## config.mk

```make
export PLATFORM = sky130hd
export DESIGN_NAME = tlca_ram
export DESIGN_NICKNAME = d
export VERILOG_FILES = /design/src/hw/rtl/tlca_ram.sv
export SDC_FILE = /design/constraint.sdc
export NUM_CORES = 2
export LEC_CHECK = 0
export BUFFER_PORTS_ARGS = -buffer_cell sky130_fd_sc_hd__buf_2
export CORE_MARGIN = 2
export CORE_UTILIZATION = 40
export CTS_CLUSTER_SIZE = 30
export DETAILED_ROUTE_END_ITERATION = 8
export PLACE_DENSITY_LB_ADDON = 0.05
export SLEW_MARGIN = 15
export SYNTH_ARGS = -nofsm -noshare
export SYNTH_HDL_FRONTEND = slang
export SYNTH_SLANG_ARGS = --single-unit
```

## constraint.sdc

```tcl
create_clock -name clk -period 2.8 [get_ports clk]
set_input_delay 0.56 -clock clk [delete_from_list [all_inputs] [get_ports clk]]
set_output_delay 0.56 -clock clk [all_outputs]
set_load 0.005 [all_outputs]
```

## src/hw/rtl/tlca_ram.sv

```systemverilog
module tlca_ram #(
  parameter int WIDTH = 8,
  parameter int DEPTH = 256
) (
  input  logic                     clk,
  input  logic                     we,
  input  logic [$clog2(DEPTH)-1:0] waddr,
  input  logic [WIDTH-1:0]         wdata,
  input  logic [$clog2(DEPTH)-1:0] raddr,
  output logic [WIDTH-1:0]         rdata
);

  logic [WIDTH-1:0] mem [DEPTH];

  always_ff @(posedge clk) begin
    if (we) begin
      mem[waddr] <= wdata;
    end
    rdata <= mem[raddr];
  end

endmodule

```

==> flow_metrics.env <==
export IMPL_yosys_warnings=0
export IMPL_vias_in_the_first_global_route=42100
export IMPL_synthesized_area_fraction_occupied_by_ao_oa_aoi_and_oai_cells_pct=3.42
export IMPL_final_antenna_net_count=0
export IMPL_wl_um=223000
export IMPL_synth_xor_area_share_pct=0
export IMPL_placement_cell_area_um2=88400
export IMPL_post_cts_resized=6
export IMPL_ys_types=55
export IMPL_yosysTopAreaCell="sky130_fd_sc_hd__edfxtp_1"
export IMPL_number_of_enable_flip_flop_cells_after_synthesis=2048
export IMPL_worst_skew_pair_late_latency_ns=0.85
export IMPL_drt_pass1_iter_count=5
export IMPL_tritoncts="done"
export IMPL_worst_hold_class="in2reg"
export IMPL_synthTopCellsByArea="sky130_fd_sc_hd__edfxtp_1, sky130_fd_sc_hd__mux4_2, sky130_fd_sc_hd__mux2i_1, sky130_fd_sc_hd__nor2_1, sky130_fd_sc_hd__a22oi_1"
export IMPL_placement_rows=163
export IMPL_fp_coreArea_um2=197000
export IMPL_post_synth_top_count_cell="sky130_fd_sc_hd__edfxtp_1"
export IMPL_crit_top_cell="sky130_fd_sc_hd__buf_12"
export IMPL_cts_buffers=213
export IMPL_synth_avg_cell_area_um2=21.3
export IMPL_num_io_pins=34
export IMPL_port_buffers=33
export IMPL_cp_arrival_ns=3.46
export IMPL_ys_ff_latch=2056
export IMPL_via_density=5.54
export IMPL_route_detailed_drc=0
export IMPL_run_status="finished, final reports clean"
export IMPL_stdcell_area_um2=95300
export IMPL_critical_path_required_ns=3.53
export IMPL_post_dp_hpwl_um=150000
export IMPL_crit_fanout=23
export IMPL_slowest_delay_ns=0.64
export IMPL_synthesis_instances=3733
export IMPL_timing_fmax_mhz=367
export IMPL_dominantRegCellSynth="sky130_fd_sc_hd__edfxtp_1"
export IMPL_layout_worst_path_cycle_share_pct=97.4
export IMPL_vdd_drop_max_mv=0.528
export IMPL_globalplace_congestion=0.835
export IMPL_areaGrowthSynthToFinish_pct=19.8
export IMPL_postCtsSetupBuffers=0
export IMPL_cp_end_kind="flop"
export IMPL_dieHeight_um=450
export IMPL_clock_skew_ns=0.0233
export IMPL_synthDominantCellAreaShare_pct=77.3
export IMPL_fp_dieArea_um2=202000
export IMPL_top_cells_by_count_synth="sky130_fd_sc_hd__edfxtp_1, sky130_fd_sc_hd__mux4_2, sky130_fd_sc_hd__nor2_1"
export IMPL_synth_seq_area_share_pct=77.5
export IMPL_powerDensity_nw_per_um2=688
export IMPL_asyncSetResetFlopFracSynth_pct=0
export IMPL_drive_above_1_share_pct=33.2
export IMPL_final_max_slew_violation_count=0
export IMPL_timing_max_slew_rel_slack_pct=44.9
export IMPL_hold_viol_final=0
export IMPL_path_cells="buf_8 > buf_12 > buf_12 > buf_12 > buf_4 > mux4_2 > a22oi_1 > a21oi_1 > a211oi_1 > buf_4 > nor4_1"
export IMPL_synth_mux_area_share_pct=14.6
export IMPL_cp_slowest_cell="sky130_fd_sc_hd__a211oi_1"
export IMPL_cts_sink_count=2056
export IMPL_overall_via_count_from_detail_route=40600
export IMPL_synth_net_count=3759
export IMPL_ctsRootBufferMaster="sky130_fd_sc_hd__clkbuf_16"
export IMPL_post_synthesis_share_of_cell_area_spent_on_and_or_nand_and_nor_gates_pct=2.63
export IMPL_synth_area_um2=79600
export IMPL_die_width_um=450
export IMPL_cts_htree_levels=4
export IMPL_drv_cap=0
export IMPL_startpoint_type="primary input"
export IMPL_dr_first_iter_drc_count=4140
export IMPL_gr_usage_all_layers_pct=22.0
export IMPL_total_leakage_power_uw=0.0309
export IMPL_number_of_buffers_on_the_longest_clock_path=3
export IMPL_grt_first_pass_wirelength_um=316000
export IMPL_synth_top_family_by_area="multiplexers"
export IMPL_grt_overflow=0
export IMPL_fin_hold_ws_ns=0.124
export IMPL_rsz0062_at_grt="no"
export IMPL_timing_reg2reg_setup_slack_ns=0.16
export IMPL_synth_fa_ha_area_share_pct=0
export IMPL_grt_max_degree=84
export IMPL_cts_hold_buffers=0
export IMPL_detail_route_wl_per_cell_um=30.5
export IMPL_period_needed_ns=2.73
export IMPL_floorplan_initialDensity_pct=40.3
export IMPL_worst_slew_pin_slew_ns=0.827
export IMPL_cts_reportedPaths_clkPinSlew_ns=0.06
export IMPL_grt_antenna_before_repair=14
export IMPL_nNetsFinal=4519
export IMPL_final_core_utilization_pct=48.3
export IMPL_critical_path_class="in2reg"
export IMPL_setup_violations=0
## power by group
part	leakage, uW	switching [uW]	internal (uW)
clock network	0.00332	11600	16200
logic	0.00913	2230	1480
registers	0.0185	60.0	33900
total	0.0309	13900	51700
## worst paths after layout
check	from	end	cells past startpoint
max	raddr[0]	rdata[5]	11
min	wdata[6]	mem[106][6]	1
max reg2reg	mem[203][4]	rdata[4]	7
min reg2reg	mem[32][5]	rdata[5]	7
## final cells by class
type	count	area [um^2]
Sequential cell	2056	61700
Multi-Input combinational cell	1442	16600
Antenna cell	8	20.0
Tap cell	2640	3300
Clock inverter	121	1150
Fill cell	16300	102000
Timing Repair Buffer	778	6890
Clock buffer	274	5710
Inverter	2	7.51
## cells in the final DEF (no fill, tap or decap), types with 8 or more instances in the layout
cell type and count:
sky130_fd_sc_hd__a211oi_1 16, sky130_fd_sc_hd__a21oi_1 96, sky130_fd_sc_hd__a221oi_1 13, sky130_fd_sc_hd__a22o_1 8, sky130_fd_sc_hd__a22oi_1 133, sky130_fd_sc_hd__buf_12 82, sky130_fd_sc_hd__buf_2 21, sky130_fd_sc_hd__buf_4 665
sky130_fd_sc_hd__buf_8 10, sky130_fd_sc_hd__bufinv_16 21, sky130_fd_sc_hd__clkbuf_1 54, sky130_fd_sc_hd__clkbuf_16 220, sky130_fd_sc_hd__clkinv_1 55, sky130_fd_sc_hd__clkinv_2 27, sky130_fd_sc_hd__clkinvlp_4 9, sky130_fd_sc_hd__dfxtp_1 8
sky130_fd_sc_hd__diode_2 8, sky130_fd_sc_hd__edfxtp_1 2048, sky130_fd_sc_hd__mux2i_1 134, sky130_fd_sc_hd__mux4_2 454, sky130_fd_sc_hd__nand2_1 33, sky130_fd_sc_hd__nand2b_1 8, sky130_fd_sc_hd__nand3_1 34, sky130_fd_sc_hd__nand4_1 10
sky130_fd_sc_hd__nor2_1 279, sky130_fd_sc_hd__nor2b_1 28, sky130_fd_sc_hd__nor3_1 19, sky130_fd_sc_hd__nor4_1 15, sky130_fd_sc_hd__nor4_2 11, sky130_fd_sc_hd__o211ai_1 10, sky130_fd_sc_hd__o21ai_0 10, sky130_fd_sc_hd__o221ai_1 46
sky130_fd_sc_hd__o22ai_1 28
## logic make-up after synthesis
logic type             after synthesis
AND/OR/NAND/NOR                    466
flip-flops                        2056
multiplexers                       591
buffers and inverters              235
AO/OA/AOI/OAI                      385
## per-stage QoR
step	total power (uW)	setup slack (ns)	TNS, ns	instances
final	65500	0.0736	0	7321
after global routing	67500	0.0228	0	7314
after CTS	66200	0.0736	0	7313
after detailed placement	38400	-1.10	-6.89	6918
after global placement	38400	-1.22	-7.37	6918
after floorplan	36300	0.302	0	3733
## flip-flops by register name, summed over array words and instances, names as in the netlist
signal and cells:
rdata 8, mem 2048
## worst max-delay path, delay by kind of cell
kind | cells | cell delay [ns]
AO/OA/AOI/OAI | 3 | 1.15
buffers and inverters | 6 | 1.10
multiplexers | 1 | 0.52
AND/OR/NAND/NOR | 1 | 0.04
## metal layers
| layer | vias up | track usage [%] | share of wire [%] |
|---|---|---|---|
| li1 | 17200 | - | - |
| met1 | 21800 | 30.7 | 43 |
| met2 | 1285 | 36.5 | 49 |
| met3 | 254 | 3.42 | 5.4 |
| met4 | 0 | 5.16 | 2.0 |
| met5 | - | 0 | 0 |
Note: power is estimated with default switching activity, not from simulation.
