[src/hw/rtl/tlca_pkg.sv]
package tlca_pkg;

  localparam int NODES  = 1024;
  localparam int LEVELS = 10;

  localparam int NODE_W    = 10;
  localparam int DEPTH_W   = NODE_W;
  localparam int LVL_W     = (LEVELS > 1) ? $clog2(LEVELS) : 1;
  localparam int LVL_CNT_W = $clog2(LEVELS + 1);
  localparam int JT_AW     = NODE_W + LVL_W;
  localparam int JT_DEPTH  = NODES * (2 ** LVL_W);
  localparam int NODE_MW   = DEPTH_W + 1;

  localparam int S_TDATA_W = ((2 * NODE_W + 7) / 8) * 8;
  localparam int RES_W     = NODE_W + 2;
  localparam int M_TDATA_W = ((RES_W + 7) / 8) * 8;

  localparam logic CMD_ATTACH = 1'b0;
  localparam logic CMD_QUERY  = 1'b1;

  localparam logic [1:0] ST_OK        = 2'd0;
  localparam logic [1:0] ST_DUP_CHILD = 2'd1;
  localparam logic [1:0] ST_NO_PARENT = 2'd2;
  localparam logic [1:0] ST_NO_NODE   = 2'd3;

  typedef struct packed {
    logic               we;
    logic [NODE_W-1:0]  addr;
    logic [NODE_MW-1:0] data;
  } node_wr_t;

  typedef struct packed {
    logic              we;
    logic [JT_AW-1:0]  addr;
    logic [NODE_W-1:0] data;
  } jt_wr_t;

  typedef struct packed {
    logic              valid;
    logic [NODE_W-1:0] anc;
    logic [1:0]        status;
  } result_t;

endpackage

[src/hw/rtl/tlca_ctrl.sv]
module tlca_ctrl
  import tlca_pkg::*;
(
  input  logic               clk,
  input  logic               rst,
  input  logic               in_valid,
  output logic               in_ready,
  input  logic               in_cmd,
  input  logic [NODE_W-1:0]  in_n1,
  input  logic [NODE_W-1:0]  in_n2,
  output node_wr_t           node_wr,
  output logic [NODE_W-1:0]  node_raddr,
  input  logic [NODE_MW-1:0] node_rdata,
  output jt_wr_t             jt_wr,
  output logic [JT_AW-1:0]   jt_raddr,
  input  logic [NODE_W-1:0]  jt_rdata,
  output result_t            res,
  input  logic               res_ready
);

  localparam logic [3:0] S_CLEAR  = 4'd0;
  localparam logic [3:0] S_IDLE   = 4'd1;
  localparam logic [3:0] S_RD1    = 4'd2;
  localparam logic [3:0] S_RD2    = 4'd3;
  localparam logic [3:0] S_CHK    = 4'd4;
  localparam logic [3:0] S_AFILL  = 4'd5;
  localparam logic [3:0] S_LIFT   = 4'd6;
  localparam logic [3:0] S_DESC_A = 4'd7;
  localparam logic [3:0] S_DESC_B = 4'd8;
  localparam logic [3:0] S_FINAL  = 4'd9;
  localparam logic [3:0] S_DONE   = 4'd10;

  function automatic logic in_range(input logic [NODE_W-1:0] n);
    return (NODE_W+1)'(n) < (NODE_W+1)'(NODES);
  endfunction

  logic [3:0]           state;
  logic [NODE_W-1:0]    clr_cnt;
  logic                 cmd;
  logic [NODE_W-1:0]    n1, n2;
  logic                 p1;
  logic [DEPTH_W-1:0]   d1;
  logic [NODE_W-1:0]    a, b, ja;
  logic [LEVELS-1:0]    diff;
  logic [LVL_CNT_W-1:0] lv;
  logic                 pend;
  logic [NODE_W-1:0]    res_anc;
  logic [1:0]           res_st;

  logic [LVL_W-1:0]   lv_idx;
  logic               p2;
  logic [DEPTH_W-1:0] d2, d2_inc;
  logic               child_bad;
  logic               lv_end;
  logic [NODE_W-1:0]  a_cur, a_sel, b_sel;

  assign lv_idx    = lv[LVL_W-1:0];
  assign p2        = node_rdata[DEPTH_W] && in_range(n2);
  assign d2        = node_rdata[DEPTH_W-1:0];
  assign d2_inc    = (&d2) ? d2 : d2 + DEPTH_W'(1);
  assign child_bad = !in_range(n1) || p1;
  assign lv_end    = (lv == LVL_CNT_W'(LEVELS));
  // a lift read issued last cycle lands now
  assign a_cur     = pend ? jt_rdata : a;
  assign a_sel     = (ja != jt_rdata) ? ja : a;
  assign b_sel     = (ja != jt_rdata) ? jt_rdata : b;

  assign in_ready   = (state == S_IDLE);
  assign res.valid  = (state == S_DONE);
  assign res.anc    = res_anc;
  assign res.status = res_st;

  always_comb begin
    node_wr    = '0;
    node_raddr = n1;
    jt_wr      = '0;
    jt_raddr   = '0;
    case (state)
      S_CLEAR: begin
        node_wr.we   = 1'b1;
        node_wr.addr = clr_cnt;
        node_wr.data = (clr_cnt == '0) ? {1'b1, DEPTH_W'(0)} : '0;
        // root levels all point at the root
        if ((NODE_W+1)'(clr_cnt) < (NODE_W+1)'(LEVELS)) begin
          jt_wr.we   = 1'b1;
          jt_wr.addr = {NODE_W'(0), clr_cnt[LVL_W-1:0]};
          jt_wr.data = '0;
        end
      end
      S_RD2: begin
        node_raddr = n2;
      end
      S_CHK: begin
        if (cmd == CMD_ATTACH && !child_bad && p2) begin
          node_wr.we   = 1'b1;
          node_wr.addr = n1;
          node_wr.data = {1'b1, d2_inc};
          jt_wr.we     = 1'b1;
          jt_wr.addr   = {n1, LVL_W'(0)};
          jt_wr.data   = n2;
          jt_raddr     = {n2, LVL_W'(0)};
        end
      end
      S_AFILL: begin
        jt_wr.we   = 1'b1;
        jt_wr.addr = {n1, lv_idx};
        jt_wr.data = jt_rdata;
        jt_raddr   = {jt_rdata, lv_idx};
      end
      S_LIFT: begin
        if (!lv_end) begin
          jt_raddr = {a_cur, lv_idx};
        end else begin
          jt_raddr = {a_cur, LVL_W'(LEVELS - 1)};
        end
      end
      S_DESC_A: begin
        jt_raddr = {b, lv_idx};
      end
      S_DESC_B: begin
        if (lv == '0) begin
          jt_raddr = {a_sel, LVL_W'(0)};
        end else begin
          jt_raddr = {a_sel, lv_idx - LVL_W'(1)};
        end
      end
      default: begin
        node_raddr = n1;
      end
    endcase
  end

  always_ff @(posedge clk) begin
    if (rst) begin
      state   <= S_CLEAR;
      clr_cnt <= '0;
      lv      <= '0;
      pend    <= 1'b0;
    end else begin
      case (state)
        S_CLEAR: begin
          clr_cnt <= clr_cnt + NODE_W'(1);
          if (clr_cnt == NODE_W'(NODES - 1)) begin
            state <= S_IDLE;
          end
        end
        S_IDLE: begin
          if (in_valid) begin
            cmd   <= in_cmd;
            n1    <= in_n1;
            n2    <= in_n2;
            state <= S_RD1;
          end
        end
        S_RD1: begin
          state <= S_RD2;
        end
        S_RD2: begin
          p1    <= node_rdata[DEPTH_W] && in_range(n1);
          d1    <= node_rdata[DEPTH_W-1:0];
          state <= S_CHK;
        end
        S_CHK: begin
          res_anc <= '0;
          res_st  <= ST_OK;
          if (cmd == CMD_ATTACH) begin
            if (child_bad) begin
              res_st <= ST_DUP_CHILD;
              state  <= S_DONE;
            end else if (!p2) begin
              res_st <= ST_NO_PARENT;
              state  <= S_DONE;
            end else if (LEVELS == 1) begin
              state <= S_DONE;
            end else begin
              lv    <= LVL_CNT_W'(1);
              state <= S_AFILL;
            end
          end else if (!p1 || !p2) begin
            res_st <= ST_NO_NODE;
            state  <= S_DONE;
          end else begin
            // lift the deeper node
            if (d1 < d2) begin
              a    <= n2;
              b    <= n1;
              diff <= LEVELS'(d2 - d1);
            end else begin
              a    <= n1;
              b    <= n2;
              diff <= LEVELS'(d1 - d2);
            end
            lv    <= '0;
            pend  <= 1'b0;
            state <= S_LIFT;
          end
        end
        S_AFILL: begin
          if (lv == LVL_CNT_W'(LEVELS - 1)) begin
            state <= S_DONE;
          end else begin
            lv <= lv + LVL_CNT_W'(1);
          end
        end
        S_LIFT: begin
          a <= a_cur;
          if (lv_end) begin
            pend <= 1'b0;
            if (a_cur == b) begin
              res_anc <= a_cur;
              state   <= S_DONE;
            end else begin
              lv    <= LVL_CNT_W'(LEVELS - 1);
              state <= S_DESC_A;
            end
          end else begin
            pend <= diff[lv_idx];
            lv   <= lv + LVL_CNT_W'(1);
          end
        end
        S_DESC_A: begin
          ja    <= jt_rdata;
          state <= S_DESC_B;
        end
        S_DESC_B: begin
          a <= a_sel;
          b <= b_sel;
          if (lv == '0) begin
            state <= S_FINAL;
          end else begin
            lv    <= lv - LVL_CNT_W'(1);
            state <= S_DESC_A;
          end
        end
        S_FINAL: begin
          res_anc <= jt_rdata;
          state   <= S_DONE;
        end
        S_DONE: begin
          if (res_ready) begin
            state <= S_IDLE;
          end
        end
        default: begin
          state <= S_IDLE;
        end
      endcase
    end
  end

  a_accept_reads: assert property (@(posedge clk) disable iff (rst)
    in_valid && in_ready |=> state == S_RD1)
    else $error("accepted item did not start the node reads");

  a_root_kept: assert property (@(posedge clk) disable iff (rst)
    jt_wr.we && state != S_CLEAR |-> jt_wr.addr[JT_AW-1:LVL_W] != '0)
    else $error("root jump levels overwritten");

  a_fill_no_overlap: assert property (@(posedge clk) disable iff (rst)
    state == S_AFILL |-> jt_raddr != jt_wr.addr)
    else $error("jump table read and write hit the same entry");

  a_lv_bound: assert property (@(posedge clk) disable iff (rst)
    lv <= LVL_CNT_W'(LEVELS))
    else $error("level counter out of range");

  a_err_zero: assert property (@(posedge clk) disable iff (rst)
    res.valid && res.status != ST_OK |-> res.anc == '0)
    else $error("error result with non-zero ancestor");

endmodule

[config.mk]
export PLATFORM = sky130hd
export DESIGN_NAME = tlca_ctrl
export DESIGN_NICKNAME = d
export VERILOG_FILES = /design/src/hw/rtl/tlca_pkg.sv /design/src/hw/rtl/tlca_ctrl.sv
export SDC_FILE = /design/constraint.sdc
export NUM_CORES = 1
export LEC_CHECK = 0
export ABC_AREA = 0
export BUFFER_PORTS_ARGS = -buffer_cell sky130_fd_sc_hd__buf_2
export CORE_MARGIN = 2
export CORE_UTILIZATION = 60
export DETAILED_ROUTE_END_ITERATION = 10
export GPL_TIMING_DRIVEN = 0
export HOLD_SLACK_MARGIN = 0.03
export PLACE_DENSITY_LB_ADDON = 0.1
export SKIP_LAST_GASP = 1
export SLEW_MARGIN = 20
export SYNTH_ARGS = -nofsm -noshare
export SYNTH_HDL_FRONTEND = slang
export SYNTH_SLANG_ARGS = --single-unit
[constraint.sdc]
create_clock -name clk -period 4.1 [get_ports clk]
set_input_delay 0.205 -clock clk [delete_from_list [all_inputs] [get_ports clk]]
set_output_delay 0.205 -clock clk [all_outputs]
set_load 0.05 [all_outputs]
==> flow_summary.yaml, run 1 <==
outcome:
  status: "finished clean"
timing:
  hold_violations: 0
  worst_pin_slew_ps: 1125
  final_max_slew_viol_count: 0
  fin_crit_sh: 0.7854
  setup_viol: 0
  rsz0062_at_grt: "no"
  max_freq_mhz: 310.6
  slew_headroom: 0.2433
  setup_tns_ps: 0
  fin_skew_ps: 6.578
  period_needed_ps: 3220
clocking:
  htree_levels: 3
  cts.clk_slew.worst_paths_ps: 70
  cts_root_buf: "clkbuf_16"
  postCtsSetupRepairBufs: 0
  ctsLongestPathBuffers: 2
  clock_sinks: 103
  clk_latency_ps: 360
  cts_made_buffers: 9
  tritoncts: "built"
critical_path:
  cp_max_fo: 10
  cpMostUsedCell: "buf_2"
  cpPeakStageDelay_ps: 960
  cp-start-kind: "register"
  crit_path_end_kind: "primary output"
  worstPathArrival_ps: 3010
  cp_slowest_cell: "nor4_1"
  crit_type: "reg -> out"
  worstPathCellList: "buf_2 -> nor4_1 -> nand3_1 -> a21oi_1 -> a22o_1 -> buf_2"
  crit_required_ps: 3890
grt:
  overflow: 0
  grt_max_degree: 22
  grt_pass1_vias: 6481
  antenna_found_initial: 1
  track_usage: 0.3346
  grt_pass1_wl_um: 33440
pwr:
  pwr-share-comb: 0.104
  clkPwrFrac: 0.405
  seq_power_share: 0.491
  switching_share: 0.2370
  power_density_nw_per_um2: 273.0
  p_int_mw: 1.763
  p_sw_mw: 0.5475
  fin_total_pwr_mw: 2.310
  p_leak_nw: 3.490
  ir_worst_vdd_mv: 0.4241
logic_synthesis:
  yosysWarnings: 0
  async_flop_share: 0
  muxShareOfSynthArea: 0.05475
  netlist-cell-type-count: 70
  synth-adder-area-share: 0.05334
  synth_xor_area_frac: 0.04451
  yosys.area_share.simple: 0.1877
  synth-edff-count: 84
  ys_seq_elements: 103
  synth_compound_area_frac: 0.1990
  syn_nets: 832
  synth_area_per_cell_um2: 9.358
  synth_top_family_by_area: "compound AO/OA/AOI/OAI gates"
  synth-main-ff-cell: "edfxtp_1"
  syn_inst: 757
  seq_area_frac_synth: 0.4097
  syn_area_um2: 7084
floorplanning:
  io_pins: 131
  die_w_um: 112.7
  rows: 39
  die_y_um: 112.7
  core-area_um2: 11470
  die_area_um2: 12690
  initial_core_util: 0.6178
drt:
  wl_per_cell_um: 19.91
  drtIter0Drc: 844
  routed_wl_um: 21260
  vias_per_cell: 6.402
  num_vias: 6837
  firstDrtPassIters: 9
  drc: 0
  antenna_left: 0
final_layout:
  drive_above_1_share: 0.2143
  multiInputGateArea_um2: 3835
  n_fill_cell: 846
  syn2layout_area_growth_pct: 19.45
  finalNonFillerCells: 1068
  seq_area_um2: 2903
  finalNetCount: 994
flow_run:
  maxCapViolCount: 0
placement:
  port-buffer-count: 129
  dpl.hpwl_um: 15900
  dp.cells: 1029
  place_congestion: 0.9369
min_path:
  min_path_type: "in -> reg"
-- repair_timing --
| action | in CTS | in global routing |
|---|---|---|
| endpoints found under the hold margin | 20 | 1 |
| hold buffers | 20 | 1 |
| gates resized for setup | 0 | 0 |
-- cells in the mapped netlist (all sizes together) (6+ instances only) --
library cell,count,area [um2]
edfxtp,84,2522
nand2,84,317.8
nor2,56,217.7
a21oi,50,254.0
o21ai,43,215.2
clkbuf,31,116.4
inv,29,108.9
ha,27,337.8
buf,23,135.1
nor3,22,115.1
nand4,21,131.4
xnor2,21,183.9
nand3,20,100.1
nor2b,20,125.1
a22o,19,166.4
dfxtp,19,380.4
mux2,18,202.7
o211ai,15,117.6
xor2,15,131.4
mux2i,14,140.1
a211o,11,96.34
a211oi,11,82.58
a311o,10,100.1
or3,9,56.30
nor4,8,50.05
a21o,7,52.55
and3,6,37.54
-- state kept, by name, summed over array words and instances, names as in the netlist --
register and cells:
res_st 2, clr_cnt 10, b 10, child_bad 1, lv 4, cmd 1, res_anc 10, ja 10
pend 1, state 4, diff 10, n2 10, d1 10, a 10, n1 10
-- area by class of cell --
class	instances	area share
multi-input combinational	571	0.4532
sequential	103	0.3430
timing repair buffer	151	0.1025
buffer	54	0.02972
clock buffer	11	0.02750
tap	143	0.02114
inverter	29	0.01286
clock inverter	5	0.009759
antenna	1	0.0002957
-- placed cells by master, fill, tap and decap left out, drive strengths merged, types with 8 or more instances in the layout --
cell and count:
inv 30, mux2 18, dlygate4sd3 21, a21oi 50, clkbuf 42, edfxtp 84
o21ai 43, ha 27, nor2 56, a211oi 11, a211o 11, xor2 15
nand2 84, nor2b 20, nand3 20, mux2i 14, nor3 22, or3 9
nand4 21, a311o 10, o211ai 15, dfxtp 19, a22o 19, nor4 8
xnor2 21, buf 153
-- final timing paths --
| path | cells past startpoint | endpoint | slack, ps | startpoint |
|---|---|---|---|---|
| max | 6 | jt_wr[11] | 880 | state[3] |
| min | 1 | d1[4] | 70 | node_rdata[4] |
| max reg2reg | 7 | res_anc[0] | 1110 | pend |
| min reg2reg | 2 | clr_cnt[1] | 580 | clr_cnt[1] |
-- metal layers --
metal / global-route usage / part of all wire / routed length [um]
met5: 0 / 0 / 0
met4: 0.1276 / 0.026 / 563
met3: 0.07721 / 0.10 / 2116
met2: 0.5425 / 0.47 / 10030
met1: 0.4388 / 0.40 / 8549
-- power groups by stage --
stage | registers (mW) | clock network, mW | logic [mW]
detailed placement | 1.16 | 0 | 0.219
floorplan | 1.16 | 0 | 0.144
global route | 1.13 | 0.975 | 0.261
CTS | 1.13 | 0.943 | 0.235
global placement | 1.16 | 0 | 0.212
finish | 1.13 | 0.935 | 0.240
-- cell families (layout without fill, tap and decap cells) --
| family | Yosys count | in the layout |
|---|---|---|
| adder cells (fa/ha/maj) | 29 | 29 |
| XOR/XNOR | 36 | 36 |
| multiplexers | 34 | 34 |
| other | 0 | 1 |
| AO/OA/AOI/OAI | 205 | 205 |
| flip-flops | 103 | 103 |
| AND/OR/NAND/NOR | 267 | 267 |
| buffers and inverters | 83 | 250 |
-- per-stage QoR --
stage / area [um2] / util / worst slack (ps) / hold slack [ps]
floorplan: 7084 / - / 990.5 / 303.9
global placement: 7909 / 0.6897 / 1162 / 381.7
detailed placement: 7919 / 0.6906 / 1015 / 383.1
CTS: 8434 / 0.7355 / 1002 / 32.21
global route: 8459 / 0.7377 / 826.9 / 64.46
finish: 8462 / 0.7379 / 880.0 / 69.65
-- critical path: cells and delay by family, from the launching register on --
kind	cells	cell delay, ps
AO/OA/AOI/OAI	2	540
buffers and inverters	2	470
flip-flops	1	370
AND/OR/NAND/NOR	2	1260
(Power assumes the default switching activity.)
==> inputs of run 2 (changes only) <==
- CORE_UTILIZATION: 60 -> 51
- clock period: 4.1 -> 2.9 ns (I/O delays scaled with it)
==> flow_summary.yaml, run 2 (same netlist as run 1, synthesis figures left out) <==
floorplanning:
  rows: 43
  die_y_um: 121.9
  io_pins: 131
  die_w_um: 121.9
  die_area_um2: 14850
  core-area_um2: 13720
  initial_core_util: 0.5164
grt:
  track_usage: 0.2929
  grt_pass1_vias: 6365
  grt_pass1_wl_um: 33490
  grt_max_degree: 22
  antenna_found_initial: 0
  overflow: 0
timing:
  slew_headroom: 0.3629
  fin_skew_ps: 7.909
  final_max_slew_viol_count: 0
  setup_tns_ps: 0
  period_needed_ps: 2803
  fin_crit_sh: 0.9666
  hold_slack_ps: 44.34
  hold_violations: 0
  max_freq_mhz: 356.7
  setup_slack_ps: 96.72
  rsz0062_at_grt: "yes"
  setup_viol: 0
  worst_pin_slew_ps: 953.6
placement:
  place_ws_ps: -45.19
  place_congestion: 0.9790
  placed_cell_area_um2: 7973
  port-buffer-count: 129
  dpl.hpwl_um: 16360
  dp.cells: 1066
final_layout:
  finalNetCount: 999
  syn2layout_area_growth_pct: 21.41
  num_antenna_cells: 0
  drive_above_1_share: 0.2304
  mostFrequentLayoutCells: "buf_2, edfxtp_1, nand2_1"
  post-route-cell-area_um2: 8601
  final_common_cell: "buf_2"
  finalNonFillerCells: 1109
  n_fill_cell: 1242
critical_path:
  cp-endpoint: "jt_wr[11]"
  crit_type: "reg -> out"
  r2r-start: "d1[0]"
  worstPathArrival_ps: 2660
  timing.rr.end: "a[1]"
  crit_required_ps: 2760
  crit_start: "state[3]"
  r2r_cells: 11
  cp_max_fo: 10
  crit_path_end_kind: "primary output"
  ff2ff_setup_slack_ps: 180
  cp-start-kind: "register"
clocking:
  cts.clk_slew.worst_paths_ps: 80
  cts_made_buffers: 9
  tritoncts: "built"
  clk_latency_ps: 370
  cts_root_buf: "clkbuf_16"
  clock_sinks: 103
  htree_levels: 3
  ctsLongestPathBuffers: 2
drt:
  wl_per_cell_um: 19.43
  drtIter0Drc: 687
  firstDrtPassIters: 5
  num_vias: 6760
  drc: 0
  routed_wl_um: 21550
  antenna_left: 0
  vias_per_cell: 6.096
pwr:
  p_leak_nw: 3.516
  power_density_nw_per_um2: 369.1
  ir_worst_vdd_mv: 0.3314
flow_run:
  maxCapViolCount: 0
min_path:
  min_path_type: "in -> reg"
outcome:
  status: "finished clean"
run 2: cell types whose count changed in the layout (fill, tap and decap cells not counted), sizes merged:
cell | previous run | this run
dlygate4sd3 | 21 | 27
clkbuf | 42 | 38
clkinvlp | 0 | 4
bufinv | 2 | 0
buf | 153 | 154
clkinv | 2 | 1
diode | 1 | 0
inv | 30 | 31
run 2: repair_timing:
item                       4_1_cts  5_1_grt
pin swaps                        0        2
gates resized for setup          3       16
setup buffers                    0        2
hold endpoints to repair        27        0
hold buffers                    27        0
setup endpoints to repair       34       75
gates cloned                     0        1
run 2: final cells by class:
type	instances	area [um2]	share of cell area
inverter	29	108.9	0.01266
tap	180	225.2	0.02619
buffer	51	246.5	0.02866
multi-input combinational	571	3887	0.4520
clock buffer	9	225.2	0.02619
sequential	103	2903	0.3375
clock inverter	7	66.31	0.007710
timing repair buffer	159	938.4	0.1091
run 2: metal layers:
layer / share of wire / up-vias / GRT usage
met5: 0 / - / 0
met4: 0.026 / 0 / 0.1135
met3: 0.072 / 50 / 0.04635
met2: 0.46 / 326 / 0.4581
met1: 0.44 / 3229 / 0.4092
li1: - / 3155 / -
run 2: report_power, final:
part | switching, mW | internal [mW] | leakage, nW
clock network | 0.623 | 0.599 | 0.129
logic | 0.210 | 0.140 | 2.47
registers | 0.00570 | 1.60 | 0.912
total | 0.838 | 2.34 | 3.52
run 2: metrics by stage:
step / util / power [mW]
2_1_floorplan: - / 1.839
3_3_place_gp: 0.5802 / 1.940
3_5_place_dp: 0.5811 / 1.947
4_1_cts: 0.6228 / 3.174
5_1_grt: 0.6269 / 3.264
6_report: 0.6269 / 3.175
run 2: worst min path at each step:
| stage | to | from | slack, ps | depth (start not counted) |
|---|---|---|---|---|
| final | d1[5] | node_rdata[5] | 40 | 1 |
| after global routing | d1[5] | node_rdata[5] | 50 | 1 |
| after CTS | d1[5] | node_rdata[5] | 30 | 1 |
| after detailed placement | n2[4] | in_n2[4] | 320 | 1 |
| after global placement | n2[6] | in_n2[6] | 320 | 1 |
| after floorplan | child_bad | node_rdata[10] | 240 | 0 |
run 2: critical path, stage by stage, from the launching register on:
cell and delay, ps:
dfxtp_1 380, buf_2 210, nor4_2 640, nand3_1 260, a21oi_1 310, a22o_1 210
buf_2 270
